$ cat src/rtl/core/txs_pkg.sv
// txs_pkg: shared types and constants for the 3x3 text outline smoother
// used by every module under rtl/core; depends on nothing else
`timescale 1ns / 1ps

package txs_pkg;

	// configuration register indexes
	localparam logic [0:0] REG_WIDTH  = 1'b0;
	localparam logic [0:0] REG_HEIGHT = 1'b1;

	// register reset values and field widths
	localparam int unsigned SIZE_W      = 11;
	localparam logic [SIZE_W-1:0] WIDTH_RESET  = 11'd64;
	localparam logic [SIZE_W-1:0] HEIGHT_RESET = 11'd64;
	localparam int unsigned PIX_W = 8;
	localparam int unsigned POS_W = 10;

	// up to three results per input beat
	localparam int unsigned RES_MAX = 3;

	// one result beat
	typedef struct packed {
		logic [PIX_W-1:0] value;
		logic [POS_W-1:0] column;
		logic [POS_W-1:0] row;
		logic             last;
	} txs_res_t;

	typedef txs_res_t [RES_MAX-1:0] txs_set_t;

	// one accepted pixel with its position and the edge flags of that position
	typedef struct packed {
		logic [PIX_W-1:0] pixel;
		logic [POS_W-1:0] col;
		logic [POS_W-1:0] col_m1;
		logic [POS_W-1:0] row;
		logic [POS_W-1:0] row_m1;
		logic             r_ge1;
		logic             c_ge1;
		logic             c_last;
		logic             r_last;
		logic             r_one;
		logic             c_one;
	} txs_pos_t;

endpackage

$ cat src/rtl/core/txs_kernel.sv
// txs_kernel: 3x3 window registers and the center weighted filter
// builds the result set of one pixel; depends on txs_pkg
`timescale 1ns / 1ps

module txs_kernel (
	input  logic                      clk,
	input  logic                      arst_n,
	input  logic                      advance,
	input  txs_pkg::txs_pos_t         pos_s1,
	input  logic [txs_pkg::PIX_W-1:0] top_s1,
	input  logic [txs_pkg::PIX_W-1:0] mid_s1,
	output txs_pkg::txs_set_t         res_set,
	output logic [txs_pkg::RES_MAX-1:0] res_vld
);
	import txs_pkg::*;

	// [0],[1] top row at c-2,c-1; [2],[3] middle row; [4],[5] bottom row
	logic [PIX_W-1:0] win_q [6];
	logic [PIX_W+3:0] sum;
	logic [PIX_W-1:0] filt;
	logic [1:0]       cnt;

	// window shifts by one column per pixel leaving the stage
	always_ff @(posedge clk or negedge arst_n) begin
		if (!arst_n) begin
			for (int i = 0; i < 6; i++) win_q[i] <= '0;
		end else if (advance) begin
			win_q[0] <= win_q[1];
			win_q[1] <= top_s1;
			win_q[2] <= win_q[3];
			win_q[3] <= mid_s1;
			win_q[4] <= win_q[5];
			win_q[5] <= pos_s1.pixel;
		end
	end

	// weight eight on the center, one on each neighbor
	always_comb begin
		sum = {1'b0, win_q[3], 3'b000}
			+ 12'(win_q[0]) + 12'(win_q[1]) + 12'(top_s1)
			+ 12'(win_q[2]) + 12'(mid_s1)
			+ 12'(win_q[4]) + 12'(win_q[5]) + 12'(pos_s1.pixel);
		if (pos_s1.r_one) begin
			filt = '0;
		end else if (pos_s1.c_one) begin
			filt = win_q[3];
		end else begin
			filt = sum[PIX_W+3:4];
		end
	end

	// collect the results in emission order
	always_comb begin
		res_set = '0;
		cnt     = 2'd0;
		if (pos_s1.r_ge1 && pos_s1.c_ge1) begin
			res_set[cnt] = '{value: filt, column: pos_s1.col_m1, row: pos_s1.row_m1,
				last: 1'b0};
			cnt = cnt + 2'd1;
		end
		if (pos_s1.r_ge1 && pos_s1.c_last) begin
			res_set[cnt] = '{value: (pos_s1.r_one ? '0 : mid_s1), column: pos_s1.col,
				row: pos_s1.row_m1, last: 1'b0};
			cnt = cnt + 2'd1;
		end
		if (pos_s1.r_last) begin
			res_set[cnt] = '{value: pos_s1.pixel, column: pos_s1.col, row: pos_s1.row,
				last: pos_s1.c_last};
			cnt = cnt + 2'd1;
		end
		case (cnt)
			2'd0:    res_vld = 3'b000;
			2'd1:    res_vld = 3'b001;
			2'd2:    res_vld = 3'b011;
			default: res_vld = 3'b111;
		endcase
	end

endmodule

$ cat config.mk
export PLATFORM = sky130hd
export DESIGN_NAME = txs_kernel
export DESIGN_NICKNAME = d
export VERILOG_FILES = /design/src/rtl/core/txs_pkg.sv /design/src/rtl/core/txs_kernel.sv
export SDC_FILE = /design/constraint.sdc
export NUM_CORES = 1
export LEC_CHECK = 0
export BUFFER_PORTS_ARGS = -buffer_cell sky130_fd_sc_hd__buf_2
export CAP_MARGIN = 5
export CORE_ASPECT_RATIO = 0.9
export CORE_UTILIZATION = 33
export CTS_CLUSTER_SIZE = 14
export DETAILED_ROUTE_END_ITERATION = 16
export GPL_TIMING_DRIVEN = 0
export SETUP_SLACK_MARGIN = 0.02
export SKIP_LAST_GASP = 1
export SLEW_MARGIN = 20
export SYNTH_ARGS = -nofsm -noshare
export SYNTH_HDL_FRONTEND = slang
export SYNTH_SLANG_ARGS = --single-unit
export TNS_END_PERCENT = 5
$ cat constraint.sdc
create_clock -name clk -period 7 [get_ports clk]
set_clock_uncertainty 0.15 [all_clocks]
set_input_delay 1.75 -clock clk [delete_from_list [all_inputs] [get_ports clk]]
set_output_delay 1.75 -clock clk [all_outputs]
set_load 0.02 [all_outputs]
==> summary.txt <==
Synthesized netlist cell count -> 463
Crit. End Element -> output port
Setup tns final -> -2.755 ns
Post-synthesis cell type count -> 48
H-tree depth -> 2
Layout cells sized above 1 -> 38.50%
Worst path arrival time -> 5.61 ns
Vias in the first global route -> 4107
Fmax -> 133.2 MHz
Routed WL -> 13890 µm
Clock share of power -> 10.3%
Tot Pwr -> 2.713 mW
Worst skew pair latency -> 0.30 ns
Core ar. -> 13460 µm²
EDFF count, synth -> 0
Remaining antenna violation count -> 0
Min-Delay Path Class -> reg -> reg
DP Area -> 5660 µm²
WP buf/inv -> 5
Crit path time final -> 7.507 ns
Worst path required time -> 5.10 ns
Gr usage total -> 19.59%
Initial DRT Pass Iterations -> 4
Footprint of the multi-input gates -> 3067 µm²
Total power per unit cell area -> 452.7 nW/µm²
Number of synthesis warnings -> 0
Fin crit share -> 107.2%
Register bank with the most flops -> win_q
RSZ-0062 raised after global routing -> yes
Crit-path leading delay family -> adder cells
Pleak -> 3.251 nW
Maximum root-to-sink buffer count -> 2
Area grow syn2layout -> 30.48%
# placed instances -> 791
Gr ovfl total -> 0
Layout Nets -> 782
Placer Congestion -> 0.8270
CP Class -> in -> out
Final worst slack -> -0.5074 ns
Comb pwr share -> 77.2%
Fillers -> 1318
Outcome -> finished, violations left
Commonest non-fill, non-tap cell in the layout -> buf_2
Die area -> 14400 µm²
Routed vias -> 4085
Rows -> 40
First-pass GRT wire length -> 21720 µm
Detailed placement HPWL -> 11080 µm
Synthesized flop and latch total -> 48
Pint -> 1.464 mW
Clk root buf -> clkbuf_16
Post-Layout Cell Count -> 807
Sequential fraction of the synthesis area -> 26.15%
Ys flop type -> dfrtp_1
IO Pins -> 163
Initial antenna violation count -> 0
PortBufs -> 160
DR iter-0 viols -> 211
Sequential Area -> 1201 µm²
CTS tree -> yes
Pin count of the biggest net entering global routing -> 49
Via density -> 5.062
CP cell instances -> buf_8, inv_2, fa_1, inv_1, fa_2, fa_1, fa_1, ha_1, nand3b_1, buf_4, o311ai_4, nand4_1, or4_4, nand3_4, buf_6
Slowest-stage cell, CP -> fa_1
Number of flip-flops under the largest register name -> 48
Largest registers -> win_q (48)
Finished Core Util -> 44.52%
Most frequent cells in the layout -> 155 x buf_2, 86 x inv_1, 48 x fa_1, 48 x dfrtp_1, 39 x mux2_2
Initial Util -> 34.12%
Syn Nets -> 607
Register clock-pin slew on the reported worst setup and hold paths -> 0.07 ns
DRC -> 0
Switching pwr -> 1.249 mW
Fin area -> 5993 µm²
Wirelength per Cell -> 17.21 µm
Avg Cell Area, Syn -> 9.920 µm²
# diodes -> 0
Die X -> 126.4 µm
Post-synthesis async set-or-reset flop share -> 100.0%
Pins Over Slew Limit -> 0
Switch share -> 46.05%
Slew headroom -> 45.77%
Fin. Hold Viols -> 0
Slowest stage delay, CP -> 0.57 ns
Crit-path max FO -> 2
Crit start category -> input pin
Die height -> 113.9 µm
Top cell by count, worst path -> fa_1
Maximum VDD drop -> 0.0003040 V
Setup violators final -> 8
CTS Sinks -> 48
Actual slew at the worst max-slew pin -> 0.8134 ns
Failing checks -> negative setup slack
Reg power frac -> 12.5%
Cell area after synthesis -> 4593 µm²
Number of max-cap violations -> 0
CTS Buf Count -> 5
==> per-layer routing <==
metal	global-route usage (%)	vias to the layer above	routed length, µm
li1	-	1897	-
met1	26.90	2053	6209
met2	32.85	120	6624
met3	2.908	15	887
met4	4.177	0	163
met5	0	-	0
==> layout make-up <==
cell class,instances,share of cell area [%]
tap,168,3.507
inverter,92,5.929
clock inverter,2,0.5846
sequential,48,20.04
buffer,21,1.399
timing repair buffer,168,15.22
clock buffer,6,2.150
multi-input combinational,302,51.17
==> power by group through the flow <==
stage | sequential [mW] | clock (mW) | combinational [mW]
2_1_floorplan | 0.336 | 0 | 1.38
3_3_place_gp | 0.343 | 0 | 1.72
3_5_place_dp | 0.345 | 0 | 1.75
4_1_cts | 0.340 | 0.284 | 1.97
5_1_grt | 0.344 | 0.294 | 2.30
6_report | 0.339 | 0.279 | 2.10
==> cell families after synthesis <==
family,Yosys count,synth area share (%)
buf+inv,113,9.343
simple gates,104,12.31
compound gates,82,13.59
fa+ha+maj,71,27.84
flops,48,26.15
mux,41,9.997
xor+xnor,4,0.7629
==> path summary, 6_finish.rpt <==
check                      startpoint          end  slack (ns)  cells past startpoint
setup / recovery           pos_s1[49]  res_set[26]       -0.51                     15
hold / removal               win_q[7]    win_q[15]        0.34                      2
setup reg to reg            win_q[18]    win_q[26]        6.00                      1
hold reg to reg              win_q[7]    win_q[15]        0.34                      2
max in group asynchronous      arst_n    win_q[30]        4.93                      1
min in group asynchronous      arst_n    win_q[25]        1.33                      1
==> tightest hold or removal path, cell delays in order, from the launching register on <==
cell and delay, ns:
dfrtp_1 0.35, nand2_1 0.05, o21ai_0 0.06
==> metrics by stage <==
stage               setup slack (ns)  hold slack [ns]
global route                 -0.6260           0.3473
floorplan                    -0.1433           0.2998
detailed placement           -0.6980           0.3226
CTS                          -0.4314           0.3392
finish                       -0.5074           0.3379
global placement             -0.6783           0.3088
==> synthesized netlist by cell type, types with 2 or more instances <==
cell type  number  share of area (%)
a21o_1          2               0.33
a21oi_1        11                1.2
a221o_1         2               0.44
a221oi_1        3               0.57
a22o_1         38                7.2
a22oi_1         4               0.65
and3_1         31                4.2
buf_2           3               0.33
clkbuf_1       16                1.3
dfrtp_1        48                 26
fa_1           52                 23
ha_1           19                5.2
inv_1          91                7.4
mux2_2         39                9.6
mux2i_1         2               0.44
nand2_1        20                1.6
nand2_2         2               0.27
nand3_1         4               0.44
nor2_1         19                1.6
nor2b_1        11                1.5
nor3_1          4               0.44
o21ai_0        13                1.4
o22ai_1         2               0.27
xnor2_1         3               0.57
==> what timing repair did <==
item / 4_1_cts / 5_1_grt
endpoints found under the setup margin: 8 / 8
hold buffers: 0 / 0
setup buffers: 7 / 1
pin swaps: 17 / 5
resized for setup: 25 / 4
Power figures use the tool's default switching activity.
