`config.mk`:
```
export PLATFORM = sky130hd
export DESIGN_NAME = txs_emit
export DESIGN_NICKNAME = d
export VERILOG_FILES = /design/src/rtl/core/txs_pkg.sv /design/src/rtl/core/txs_emit.sv
export SDC_FILE = /design/constraint.sdc
export NUM_CORES = 1
export LEC_CHECK = 0
export ABC_CLOCK_PERIOD_IN_PS = 2950
export BUFFER_PORTS_ARGS = -buffer_cell sky130_fd_sc_hd__buf_2
export CORE_UTILIZATION = 50
export DETAILED_ROUTE_END_ITERATION = 10
export HOLD_SLACK_MARGIN = 0.08
export PLACE_DENSITY = 0.82
export SKIP_LAST_GASP = 1
export SLEW_MARGIN = 20
export SYNTH_ARGS = -nofsm -noshare
export SYNTH_HDL_FRONTEND = slang
export SYNTH_SLANG_ARGS = --single-unit
```
`constraint.sdc`:
```
create_clock -name clk -period 2.95 [get_ports clk]
set_input_delay 0.59 -clock clk [delete_from_list [all_inputs] [get_ports clk]]
set_output_delay 0.59 -clock clk [all_outputs]
set_load 0.03 [all_outputs]
```
`src/rtl/core/txs_pkg.sv`:
```
// txs_pkg: shared types and constants for the 3x3 text outline smoother
// used by every module under rtl/core; depends on nothing else
`timescale 1ns / 1ps

package txs_pkg;

	// configuration register indexes
	localparam logic [0:0] REG_WIDTH  = 1'b0;
	localparam logic [0:0] REG_HEIGHT = 1'b1;

	// register reset values and field widths
	localparam int unsigned SIZE_W      = 11;
	localparam logic [SIZE_W-1:0] WIDTH_RESET  = 11'd64;
	localparam logic [SIZE_W-1:0] HEIGHT_RESET = 11'd64;
	localparam int unsigned PIX_W = 8;
	localparam int unsigned POS_W = 10;

	// up to three results per input beat
	localparam int unsigned RES_MAX = 3;

	// one result beat
	typedef struct packed {
		logic [PIX_W-1:0] value;
		logic [POS_W-1:0] column;
		logic [POS_W-1:0] row;
		logic             last;
	} txs_res_t;

	typedef txs_res_t [RES_MAX-1:0] txs_set_t;

	// one accepted pixel with its position and the edge flags of that position
	typedef struct packed {
		logic [PIX_W-1:0] pixel;
		logic [POS_W-1:0] col;
		logic [POS_W-1:0] col_m1;
		logic [POS_W-1:0] row;
		logic [POS_W-1:0] row_m1;
		logic             r_ge1;
		logic             c_ge1;
		logic             c_last;
		logic             r_last;
		logic             r_one;
		logic             c_one;
	} txs_pos_t;

endpackage

```
`src/rtl/core/txs_emit.sv`:
```
// txs_emit: result register that hands out the results of one pixel a beat at a time
// depends on txs_pkg
`timescale 1ns / 1ps

module txs_emit (
	input  logic                        clk,
	input  logic                        arst_n,
	input  logic                        load,
	input  txs_pkg::txs_set_t           res_set,
	input  logic [txs_pkg::RES_MAX-1:0] res_vld,
	output logic                        load_ok,
	output logic                        out_valid,
	input  logic                        out_ready,
	output txs_pkg::txs_res_t           out_res
);
	import txs_pkg::*;

	txs_set_t           res_s2;
	logic [RES_MAX-1:0] vld_s2;
	logic               take;

	assign out_valid = vld_s2[0];
	assign out_res   = res_s2[0];
	assign take      = out_valid && out_ready;
	// free when empty or when the only pending beat leaves now
	assign load_ok   = !vld_s2[1] && (!vld_s2[0] || out_ready);

	always_ff @(posedge clk or negedge arst_n) begin
		if (!arst_n) begin
			vld_s2 <= '0;
		end else if (load) begin
			vld_s2 <= res_vld;
		end else if (take) begin
			vld_s2 <= vld_s2 >> 1;
		end
	end

	// payload shifts toward the output slot
	always_ff @(posedge clk) begin
		if (load) begin
			res_s2 <= res_set;
		end else if (take) begin
			res_s2 <= {res_s2[2], res_s2[2], res_s2[1]};
		end
	end

endmodule

```
==> results of run 1 <==
==> state kept, by name, indices dropped and copies added, names as in the netlist <==
signal,flops
out_res,29
res_s2,58
vld_s2,3
==> cell usage in the layout (no fill, tap or decap) <==
cell type      netlist  routed
a21oi_1              1       1
a221o_1              1       1
a22o_1               1       1
and2_1              29      29
and4b_1              1       1
buf_12               0       3
buf_2                3     123
buf_4               29       1
bufinv_16            0       1
clkbuf_8             0       9
clkinv_1             0       1
clkinv_2             0       2
clkinv_4             0       1
clkinvlp_4           0       1
dfrtp_1              3       3
dlygate4sd3_1        0       1
edfxtp_1            87      87
inv_1                2       2
inv_6                0       1
mux2_1               6       6
mux2_2              22      22
mux2_4              30      30
nand2_1              2       2
nand2b_2             0       1
nor2b_1              3       3
o31ai_1              1       1
==> layer usage <==
| metal | up-vias | part of all wire, % | GRT usage [%] |
|---|---|---|---|
| li1 | 1008 | - | - |
| met3 | 10 | 7.8 | 4.06 |
| met5 | - | 0 | 0 |
| met1 | 916 | 41 | 17.3 |
| met2 | 87 | 50 | 24.9 |
| met4 | 0 | 1.7 | 8.33 |
==> synthesized netlist by cell type <==
library cell	instances	area (um2)
edfxtp_1	87	2610
mux2_4	30	450
and2_1	29	181
buf_4	29	218
mux2_2	22	248
mux2_1	6	67.6
buf_6	5	56.3
buf_2	3	15.0
dfrtp_1	3	75.1
nor2b_1	3	18.8
clkbuf_2	2	10.0
inv_1	2	7.51
nand2_1	2	7.51
a21oi_1	1	5.00
a221o_1	1	10.0
a22o_1	1	8.76
and4b_1	1	10.0
nand2b_1	1	6.26
o31ai_1	1	7.51
==> worst max-delay path: stages (launching register included) <==
cell and delay, ps:
dfrtp_1 430, a21oi_1 150, buf_2 210
==> metrics by stage <==
stage                     worst slack [ps]  util, %  area, um2  hold slack (ps)
final                                 1230     61.2       4730              447
after global routing                  1170     61.2       4730              461
after CTS                             1210     61.2       4730              427
after detailed placement              1200     58.6       4530              389
after global placement                1250     58.6       4530              387
after floorplan                        235        -       4020              294
==> cell type report <==
cell class                      instances  area, um2
Multi-Input combinational cell         98       1020
Tap cell                              102        128
Clock buffer                            9        124
Clock inverter                          7       68.8
Timing Repair Buffer                  128        693
Fill cell                             608       3000
Inverter                                2       7.51
Sequential cell                        90       2690
==> kinds of logic after synthesis <==
group / synth area share, %
mux: 19.1
flops: 66.9
compound gates: 0.779
buf+inv: 7.63
simple gates: 5.58
==> power by group through the flow <==
| stage | Sequential, mW | Clock [mW] | Combinational [mW] |
|---|---|---|---|
| after floorplan | 1.59 | 0 | 0.295 |
| after global placement | 1.59 | 0 | 0.367 |
| after detailed placement | 1.60 | 0 | 0.378 |
| after CTS | 1.57 | 0.839 | 0.380 |
| after global routing | 1.58 | 0.889 | 0.402 |
| final | 1.57 | 0.817 | 0.374 |
==> timing repair <==
| action | 4_1_cts | 5_1_grt |
|---|---|---|
| hold buffers | 1 | 0 |
| buffers inserted | 0 | 0 |
| hold endpoints to repair | 3 | 0 |
==> final timing paths <==
| kind | start | endpoint | slack, ps | cells after the start |
|---|---|---|---|---|
| setup / recovery | vld_s2[0] | load_ok | 1230 | 2 |
| min in group asynchronous | arst_n | vld_s2[1] | 550 | 2 |
| hold / removal | res_vld[0] | vld_s2[0] | 450 | 3 |
| max in group asynchronous | arst_n | vld_s2[0] | 2280 | 2 |
| setup reg to reg | vld_s2[0] | res_s2[38] | 1670 | 3 |
| hold reg to reg | res_s2[84] | res_s2[55] | 520 | 1 |
==> results.md, run 1 <==
* Post-synthesis register bit count at 90
* CP max FO at 5
* Estimated wirelength of the detail-placed design at 4200 um
* Synth Instances at around 230
* Peak Freq at ~580 MHz
* I/O Buffers at ~120
* Clock sinks at 90
* Vias in the first global route at 1,989
* Cell Area, Synth at ~4000 um2
* VDD IR max at ~270 uV
* RSZ-0062 raised after global routing: no
* Vias per Instance at 4.64
* Post-DRT Antenna Nets at 0
* Proportion of layout cells with a drive suffix above 1 at about three fifths
* Final setup vio count at 0
* Max Cap Viol at 0
* Clk slew on worst S/H paths at around 80 ps
* Routed WL per cell at 13.9 um
* Psw at about 650 uW
* CP Capture Type: output pin
* Clock power frac at between 20 and 30%
* Fin cells at roughly 440
* Final WL at ~6100 um
* Num ports at about 130
* Worst-Margin Slew at roughly 360 ps
* Status: completed
* Clock Tree Buf Depth at 2
* GRT Total Usage at 14.9%
* Relative slew slack at between 70% and 80%
* Root Buffer: clkbuf_8
* Lkg Pwr at a little under 2 nW
* Post-layout net count at approximately 420
* First-pass GRT wire length at approximately 9300 um
* Gpl congestion at 0.651
* CP required at around 2400 ps
* Vias at between 2,000 and 2,500
* Setup TNS at 0 ps
* Num CTS Buffers at 9
* Internal at roughly 2.1 mW
* Logic gate share of total power at between 10% and 20%
* Drt first pass iters at 4
* Core Rows at 32
* Worst-Skew Late Latency at 360 ps
* Syn Area/Cell at 17.5 um2
* Total power at around 2.8 mW
* Max Slew Vio Count at 0
* Core Footprint at slightly below 8000 um2
* # DRC at 0
* Largest net degree at the start of global routing at 70
* GRT overflow at 0
* Die Wd at roughly 92 um
* Critical path type: flop to output pin
* Synth Net Count at around 320
* Ratio of final minimum period to clock period at 58.2%
* Synth unique cells at 19
* Power density cells at ~600 nW/um2
* H-Tree Depth at 3
* Initial drt markers at 60
* P&R area growth vs syn at 17.9%
* Initial antenna violation count at 0
* Die ar. at 8390 um2
* Resized cells post-CTS at 0
* Sequential area share after synthesis at between 60% and 70%
* Die height at between 90 and 100 um
* CTS tree: built
* Switching Fraction at between 20% and 30%
* Final hold violations at 0
* YS warnings at 0
* Worst min path class: input port to flop
* Min Tclk post-route at between 1500 and 2000 ps
* Layout Skew at 12.8 ps
* ANT cells at 0
* Sequential power share at between 50% and 60%
* Type of element launching the critical path: flop
* Inst Count DP at about 420
* CP Data Arrival Time at 1130 ps
* Initial core utilization at between 50% and 60%
Power figures use the tool's default switching activity.
==> inputs of run 2 (changes only) <==
--- a/config.mk
+++ b/config.mk
@@ -5,7 +5,7 @@
 export SDC_FILE = /design/constraint.sdc
 export NUM_CORES = 1
 export LEC_CHECK = 0
-export ABC_CLOCK_PERIOD_IN_PS = 2950
+export ABC_CLOCK_PERIOD_IN_PS = 1680
 export BUFFER_PORTS_ARGS = -buffer_cell sky130_fd_sc_hd__buf_2
 export CORE_UTILIZATION = 50
 export DETAILED_ROUTE_END_ITERATION = 10
==> constraint.sdc (replaced) <==
create_clock -name clk -period 1.68 [get_ports clk]
set_input_delay 0.336 -clock clk [delete_from_list [all_inputs] [get_ports clk]]
set_output_delay 0.336 -clock clk [all_outputs]
set_load 0.03 [all_outputs]
==> run 2 against run 1 <==
  * Cell count is 0.69% higher
  * Die area stayed put
  * Combinational power is 77% higher
  * Cell area is 1.4% higher
  * Core utilization is 0.87 points higher
  * Critical endpoint unchanged
  * Largest power group unchanged
==> results.md, run 2 (synthesis results as in run 1) <==
* CP Capture Type: output pin
* Max Slew Vio Count at 0 (unchanged)
* CTS tree: built
* Worst min path class: input port to flop
* Worst-Margin Slew at 308 ps (-55.2 ps)
* Resized cells post-CTS at 0 (unchanged)
* Commonest non-fill, non-tap cell in the layout: buf_2
* CP startpoint: vld_s2[0]
* GRT overflow at 0 (unchanged)
* Num CTS Buffers at 9 (unchanged)
* Clk slew on worst S/H paths at 80 ps (about the same)
* Relative slew slack at 79.4% (+3.7 points)
* Die ar. at 8390 um2 (unchanged)
* CP Depth at 2 (unchanged)
* Core Rows at 32 (unchanged)
* Final hold violations at 0 (unchanged)
* Clock sinks at 90 (unchanged)
* R2R Path End: res_s2[40]
* Max incr delay on CP at 420 ps (about the same)
* Initial drt markers at 62 (+3.3%)
* # DRC at 0 (unchanged)
* Final WL at 5930 um (-2.1%)
* First-pass GRT wire length at 9470 um (+2.3%)
* Final setup vio count at 0 (unchanged)
* Biggest register: res_s2
* Ratio of final minimum period to clock period at 87.3%
* Die Wd at 91.6 um (unchanged)
* Initial antenna violation count at 0 (unchanged)
* H-Tree Depth at 3 (unchanged)
* Inst Count DP at 422 (+0.72%)
* Status: completed
* RSZ-0062 raised after global routing: no
* GRT Total Usage at 15.1% (+0.25 points)
* Die height at 91.6 um (unchanged)
* Estimated wirelength of the detail-placed design at 4070 um (-3.1%)
* Fillers at 603 (-0.82%)
* Core Footprint at 7730 um2 (unchanged)
* CP max FO at 5 (unchanged)
* Proportion of layout cells with a drive suffix above 1 at 58.2% (-0.22 points)
* Min Tclk post-route at 1470 ps
* Clock Tree Buf Depth at 2 (unchanged)
* Worst reg2reg path depth at 3 (unchanged)
* Layout Skew at 7.33 ps (-5.47 ps)
* Pre-CTS setup slack at 194 ps (-1010 ps)
* Crit path capture: load_ok
* Critical path type: flop to output pin
* Post-Layout Inst Area at 4800 um2 (+1.4%)
* Gpl congestion at 0.690 (+6.0%)
* Routed WL per cell at 13.5 um (-2.8%)
* Max Cap Viol at 0 (unchanged)
* Fin cells at 439 (+0.69%)
* Lkg Pwr at 2.02 nW (+1.8%)
* Max reg flops at 58 (unchanged)
* Type of element launching the critical path: flop
* Drt first pass iters at 3 (-1)
* Setup TNS at 0 ps (unchanged)
* Most frequent cells in the layout: buf_2 (123), edfxtp_1 (87), mux2_4 (30)
* Final Worst Setup Slack at 213 ps (-1020 ps)
* Root Buffer: clkbuf_8
* Reg-to-reg slack, setup at 370 ps (-1300 ps)
* VDD IR max at 611 uV (+130%)
* P&R area growth vs syn at 19.5%
* Combined buffer and inverter count along the critical path at 1 (unchanged)
* Worst-Skew Late Latency at 350 ps (about the same)
* Post-DRT Antenna Nets at 0 (unchanged)
* CP required at 1340 ps (-1020 ps)
* CP Data Arrival Time at 1130 ps (about the same)
* Largest net degree at the start of global routing at 59 (-16%)
* Vias per Instance at 4.72 (+1.9%)
* Initial core utilization at 52.0% (unchanged)
* I/O Buffers at 124 (unchanged)
* Placed Area at 4560 um2 (+0.61%)
* Post-layout net count at 426 (+0.71%)
* ANT cells at 0 (unchanged)
* Critical path's slowest cell: dfrtp_1
* Power density cells at 1070 nW/um2 (+83%)
* Postcts setup bufs at 0 (unchanged)
* Num ports at 125 (unchanged)
* Start of the worst register-to-register path: vld_s2[0]
* Vias in the first global route at 1,994 (+0.25%)
* Vias at 2,074 (+2.6%)
* CP top delay family: flip-flops
* Peak Freq at about 680 MHz
* CP Cell Sequence: a21oi_1, buf_2
## run 2: changes by cell type in the layout (fill, tap and decap cells not counted), sizes merged
cell,previous run,this run
buf,127,130
bufinv,1,3
clkinv,4,2
clkbuf,9,10
inv,3,2
## run 2: worst min-delay path by stage
stage                          start        end  slack [ps]  depth (start not counted)
after detailed placement      arst_n  vld_s2[0]         130                          1
final                     res_vld[0]  vld_s2[0]         200                          3
after CTS                 res_vld[0]  vld_s2[0]         190                          3
after floorplan               arst_n  vld_s2[0]          40                          0
after global placement        arst_n  vld_s2[0]         130                          1
after global routing      res_vld[2]  vld_s2[2]         210                          2
## run 2: area by class of cell
class | instances | area [um2] | share of cell area, %
clock buffer | 10 | 128 | 2.66
clock inverter | 6 | 105 | 2.19
inverter | 2 | 7.51 | 0.156
multi-input combinational | 98 | 1030 | 21.4
sequential | 90 | 2690 | 56.0
tap | 102 | 128 | 2.66
timing repair buffer | 131 | 716 | 14.9
## run 2: metal layers
layer / wire [um] / vias to the layer above / global-route usage [%]
met5: 0 / - / 0
met4: 131 / 0 / 7.67
met3: 399 / 12 / 4.06
met2: 2810 / 83 / 23.9
met1: 2590 / 966 / 19.3
li1: - / 1013 / -
## run 2: timing repair
| action | CTS | global route |
|---|---|---|
| endpoints found under the hold margin | 3 | 0 |
| setup endpoints to repair | 0 | 0 |
| hold buffers | 1 | 0 |
## run 2: power by group
part | switching, mW | internal, mW | total (mW)
Sequential | 0.0497 | 2.70 | 2.75
Clock | 0.727 | 0.979 | 1.71
Combinational | 0.341 | 0.322 | 0.663
## run 2: worst min-delay path, stage by stage
cell and delay [ps]:
buf_2 70, nand2_1 40, o31ai_1 60
## run 2: stage by stage
step                util [%]  power [mW]  hold slack [ps]
finish                  62.1        5.12              202
global route            62.1        5.31              206
CTS                     62.1        5.16              187
detailed placement      59.0        3.47              135
global placement        59.0        3.45              134
floorplan                  -        3.31             40.4
==> inputs of run 3 (changes only) <==
--- a/config.mk
+++ b/config.mk
@@ -5,6 +5,7 @@
 export SDC_FILE = /design/constraint.sdc
 export NUM_CORES = 1
 export LEC_CHECK = 0
+export ABC_AREA = 1
 export ABC_CLOCK_PERIOD_IN_PS = 1680
 export BUFFER_PORTS_ARGS = -buffer_cell sky130_fd_sc_hd__buf_2
 export CORE_UTILIZATION = 50
==> run 3 against run 2 <==
  * Sequential share of layout area rose by 1.4 points
  * Worst setup slack improved by 32 ps
  * Combinational power fell by 3.3%
  * Largest power group unchanged
  * Critical path type unchanged
  * Synthesized area barely moved
  * Core utilization fell by 1.5 points
==> results.md, run 3 <==
* Status: completed
* YS warnings at 0 (unchanged)
* Ratio of final minimum period to clock period at 85.4% (-1.9 points)
* Proportion of layout cells with a drive suffix above 1 at 29.6% (-29 points)
* Commonest non-fill, non-tap cell in the layout: nand2_1
* Estimated wirelength of the detail-placed design at 5150 um (+26%)
* Worst min path class: input port to flop
* Post-layout net count at 579 (+36%)
* Dominant cells by area after synthesis: edfxtp_1 (65%), nand2_1 (20%), buf_4 (5.8%), inv_1 (3.0%), dfrtp_1 (1.9%)
* Hold WS at 226 ps (+24.0 ps)
* Synth unique cells at 14 (-5)
* Cell Area, Synth at 4010 um2 (about the same)
* Initial drt markers at 105 (+69%)
* Max Cap Viol at 0 (unchanged)
* Post-synth EDFFs at 87 (unchanged)
* Clock Tree Buf Depth at 2 (unchanged)
* CP max FO at 4 (-1)
* Initial antenna violation count at 0 (unchanged)
* Drt first pass iters at 4 (+1)
* Peak Freq at 697 MHz (+2.3%)
* Logic gate share of total power at 13.5% (+0.5 points)
* Num CTS Buffers at 9 (unchanged)
* Routed WL per cell at 11.9 um (-12%)
* H-Tree Depth at 3 (unchanged)
* Critical path type: flop to output pin
* Core Footprint at 7730 um2 (unchanged)
* Largest net degree at the start of global routing at 61 (+3.4%)
* Psw at 1.15 mW (+3.0%)
* ANT cells at 0 (unchanged)
* Biggest register: res_s2
* Num ports at 125 (unchanged)
* GRT Total Usage at 17.3% (+2.2 points)
* Synth Instances at 387 (+69%)
* Synth Flop Type: edfxtp_1
* Post-synth ARST share at 3.33% (unchanged)
* Multiplexer share of the synthesized area at 0% (-19 points)
* Type of element launching the critical path: flop
* Resized cells post-CTS at 0 (unchanged)
* Max reg flops at 58 (unchanged)
* Synth Area in Compound Gates at 0.249% (-0.53 points)
* Synth area leader: edfxtp_1
* Root Buffer: clkbuf_8
* Core Rows at 32 (unchanged)
* Synth Area in Simple Gates at 20.6% (+15 points)
* # DRC at 0 (unchanged)
* Post-synthesis register bit count at 90 (unchanged)
* Clk slew on worst S/H paths at 80 ps (about the same)
* Vias in the first global route at 2,477 (+24%)
* Sequential area share after synthesis at 67.0% (about the same)
* Lkg Pwr at 2.40 nW (+19%)
* Layout Skew at 4.30 ps (-3.04 ps)
* Final setup vio count at 0 (unchanged)
* Pre-CTS setup slack at 397 ps (+203 ps)
* CTS tree: built
* First-pass GRT wire length at 10,900 um (+16%)
* XOR/XNOR Fraction of Synth Area at 0% (unchanged)
* Die Wd at 91.6 um (about the same)
* Final hold violations at 0 (unchanged)
* Final WL at 7040 um (+19%)
* Final Worst Setup Slack at 246 ps (+32.3 ps)
* RSZ-0062 raised after global routing: no
* Clock power frac at 28.6% (-4.7 points)
* Post-DRT Antenna Nets at 0 (unchanged)
* Vias per Instance at 4.45 (-5.9%)
* Min Tclk post-route at 1430 ps (-32.3 ps)
* Die height at 91.6 um (about the same)
* Yosys top cell area share at 65.1% (about the same)
* Internal at 3.60 mW (-10%)
* VDD IR max at 515 uV (-16%)
* Die ar. at 8390 um2 (about the same)
* Relative slew slack at 76.4% (-3.0 points)
* Gpl congestion at 0.843 (+22%)
* Worst-Margin Slew at 353 ps (+44.9 ps)
* I/O Buffers at 124 (unchanged)
* Sequential power share at 57.9% (+4.2 points)
* Power density cells at 1010 nW/um2 (-4.9%)
* Max Slew Vio Count at 0 (unchanged)
* Initial core utilization at 51.9% (about the same)
* Setup TNS at 0 ps (unchanged)
* Vias at 2,632 (+27%)
* Syn Area/Cell at 10.4 um2 (-41%)
* CP required at 1340 ps (about the same)
* Most frequent cells in the layout: nand2_1 (212), buf_2 (123), edfxtp_1 (87)
* Clock sinks at 90 (unchanged)
* Dominant cell by count in the synthesized netlist: nand2_1
* Commonest cells in the netlist: nand2_1 (213), edfxtp_1 (87), inv_1 (32)
* GRT overflow at 0 (unchanged)
* P&R area growth vs syn at 16.7%
* Switching Fraction at 24.2% (+2.4 points)
* Worst-Skew Late Latency at 340 ps (about the same)
* CP Data Arrival Time at 1100 ps (-30 ps)
* Largest family of logic cells by synthesized area: simple AND/OR/NAND/NOR gates
* Fillers at 633 (+5.0%)
* CP Capture Type: output pin
* Synth Net Count at 481 (+49%)
* Post-synthesis adder-cell area fraction at 0% (unchanged)
-- run 3: changes by cell type in the layout (fill, tap and decap cells not counted), moves of 3 or more --
| cell | previous run | this run |
|---|---|---|
| mux2_2 | 22 | 0 |
| nand2_1 | 2 | 212 |
| nor2b_1 | 3 | 0 |
| nand3_1 | 0 | 3 |
| mux2_4 | 30 | 0 |
| and2_1 | 29 | 0 |
| mux2_1 | 6 | 0 |
| inv_1 | 2 | 32 |
-- run 3: per-layer routing --
metal / wire length [um] / global-route usage [%] / vias to the layer above
met5: 0 / 0 / -
li1: - / - / 1378
met4: 174 / 9.66 / 0
met3: 391 / 2.85 / 16
met2: 3420 / 28.8 / 89
met1: 3060 / 21.6 / 1149
-- run 3: final cells by class --
cell class,instances,area (um2),area share (%)
flip-flops and latches,90,2690,57.4
multi-input cells,219,843,18.0
repair buffers,132,723,15.4
clock buffers,12,135,2.89
well taps,102,128,2.73
inverters,33,124,2.64
clock inverters,4,42.5,0.908
-- run 3: final timing paths --
check / from / to / slack (ps) / cells after the start
min: res_vld[0] / vld_s2[0] / 230 / 3
max: vld_s2[0] / load_ok / 250 / 2
min reg2reg: res_s2[47] / out_res[18] / 510 / 2
max reg2reg: vld_s2[0] / res_s2[41] / 430 / 3
max in group asynchronous: arst_n / vld_s2[2] / 1260 / 2
min in group asynchronous: arst_n / vld_s2[0] / 310 / 2
-- run 3: power groups by stage --
stage,Combinational [mW],Clock (mW),Sequential [mW]
final,0.641,1.36,2.75
after global placement,0.630,0,2.80
after global routing,0.703,1.47,2.77
after CTS,0.646,1.38,2.75
after detailed placement,0.642,0,2.80
after floorplan,0.482,0,2.79
-- run 3: timing repair --
action / CTS / global route
buffers inserted: 0 / 0
endpoints found under the hold margin: 3 / 0
hold buffers: 1 / 0
-- run 3: critical path: stages, from the launching register on --
cell	delay, ps
dfrtp_1	410
a21oi_1	140
buf_2	210
-- run 3: metrics by stage --
| step | std cells | total power, mW | util [%] | area, um2 |
|---|---|---|---|---|
| floorplan | 387 | 3.28 | - | 4020 |
| global placement | 575 | 3.43 | 58.2 | 4500 |
| detailed placement | 575 | 3.44 | 58.2 | 4500 |
| CTS | 592 | 4.78 | 60.6 | 4680 |
| global route | 592 | 4.94 | 60.6 | 4680 |
| finish | 592 | 4.75 | 60.6 | 4680 |
-- run 3: logic make-up after synthesis --
family                 after synthesis
buffers and inverters               78
flip-flops                          90
AND/OR/NAND/NOR                    217
AO/OA/AOI/OAI                        2
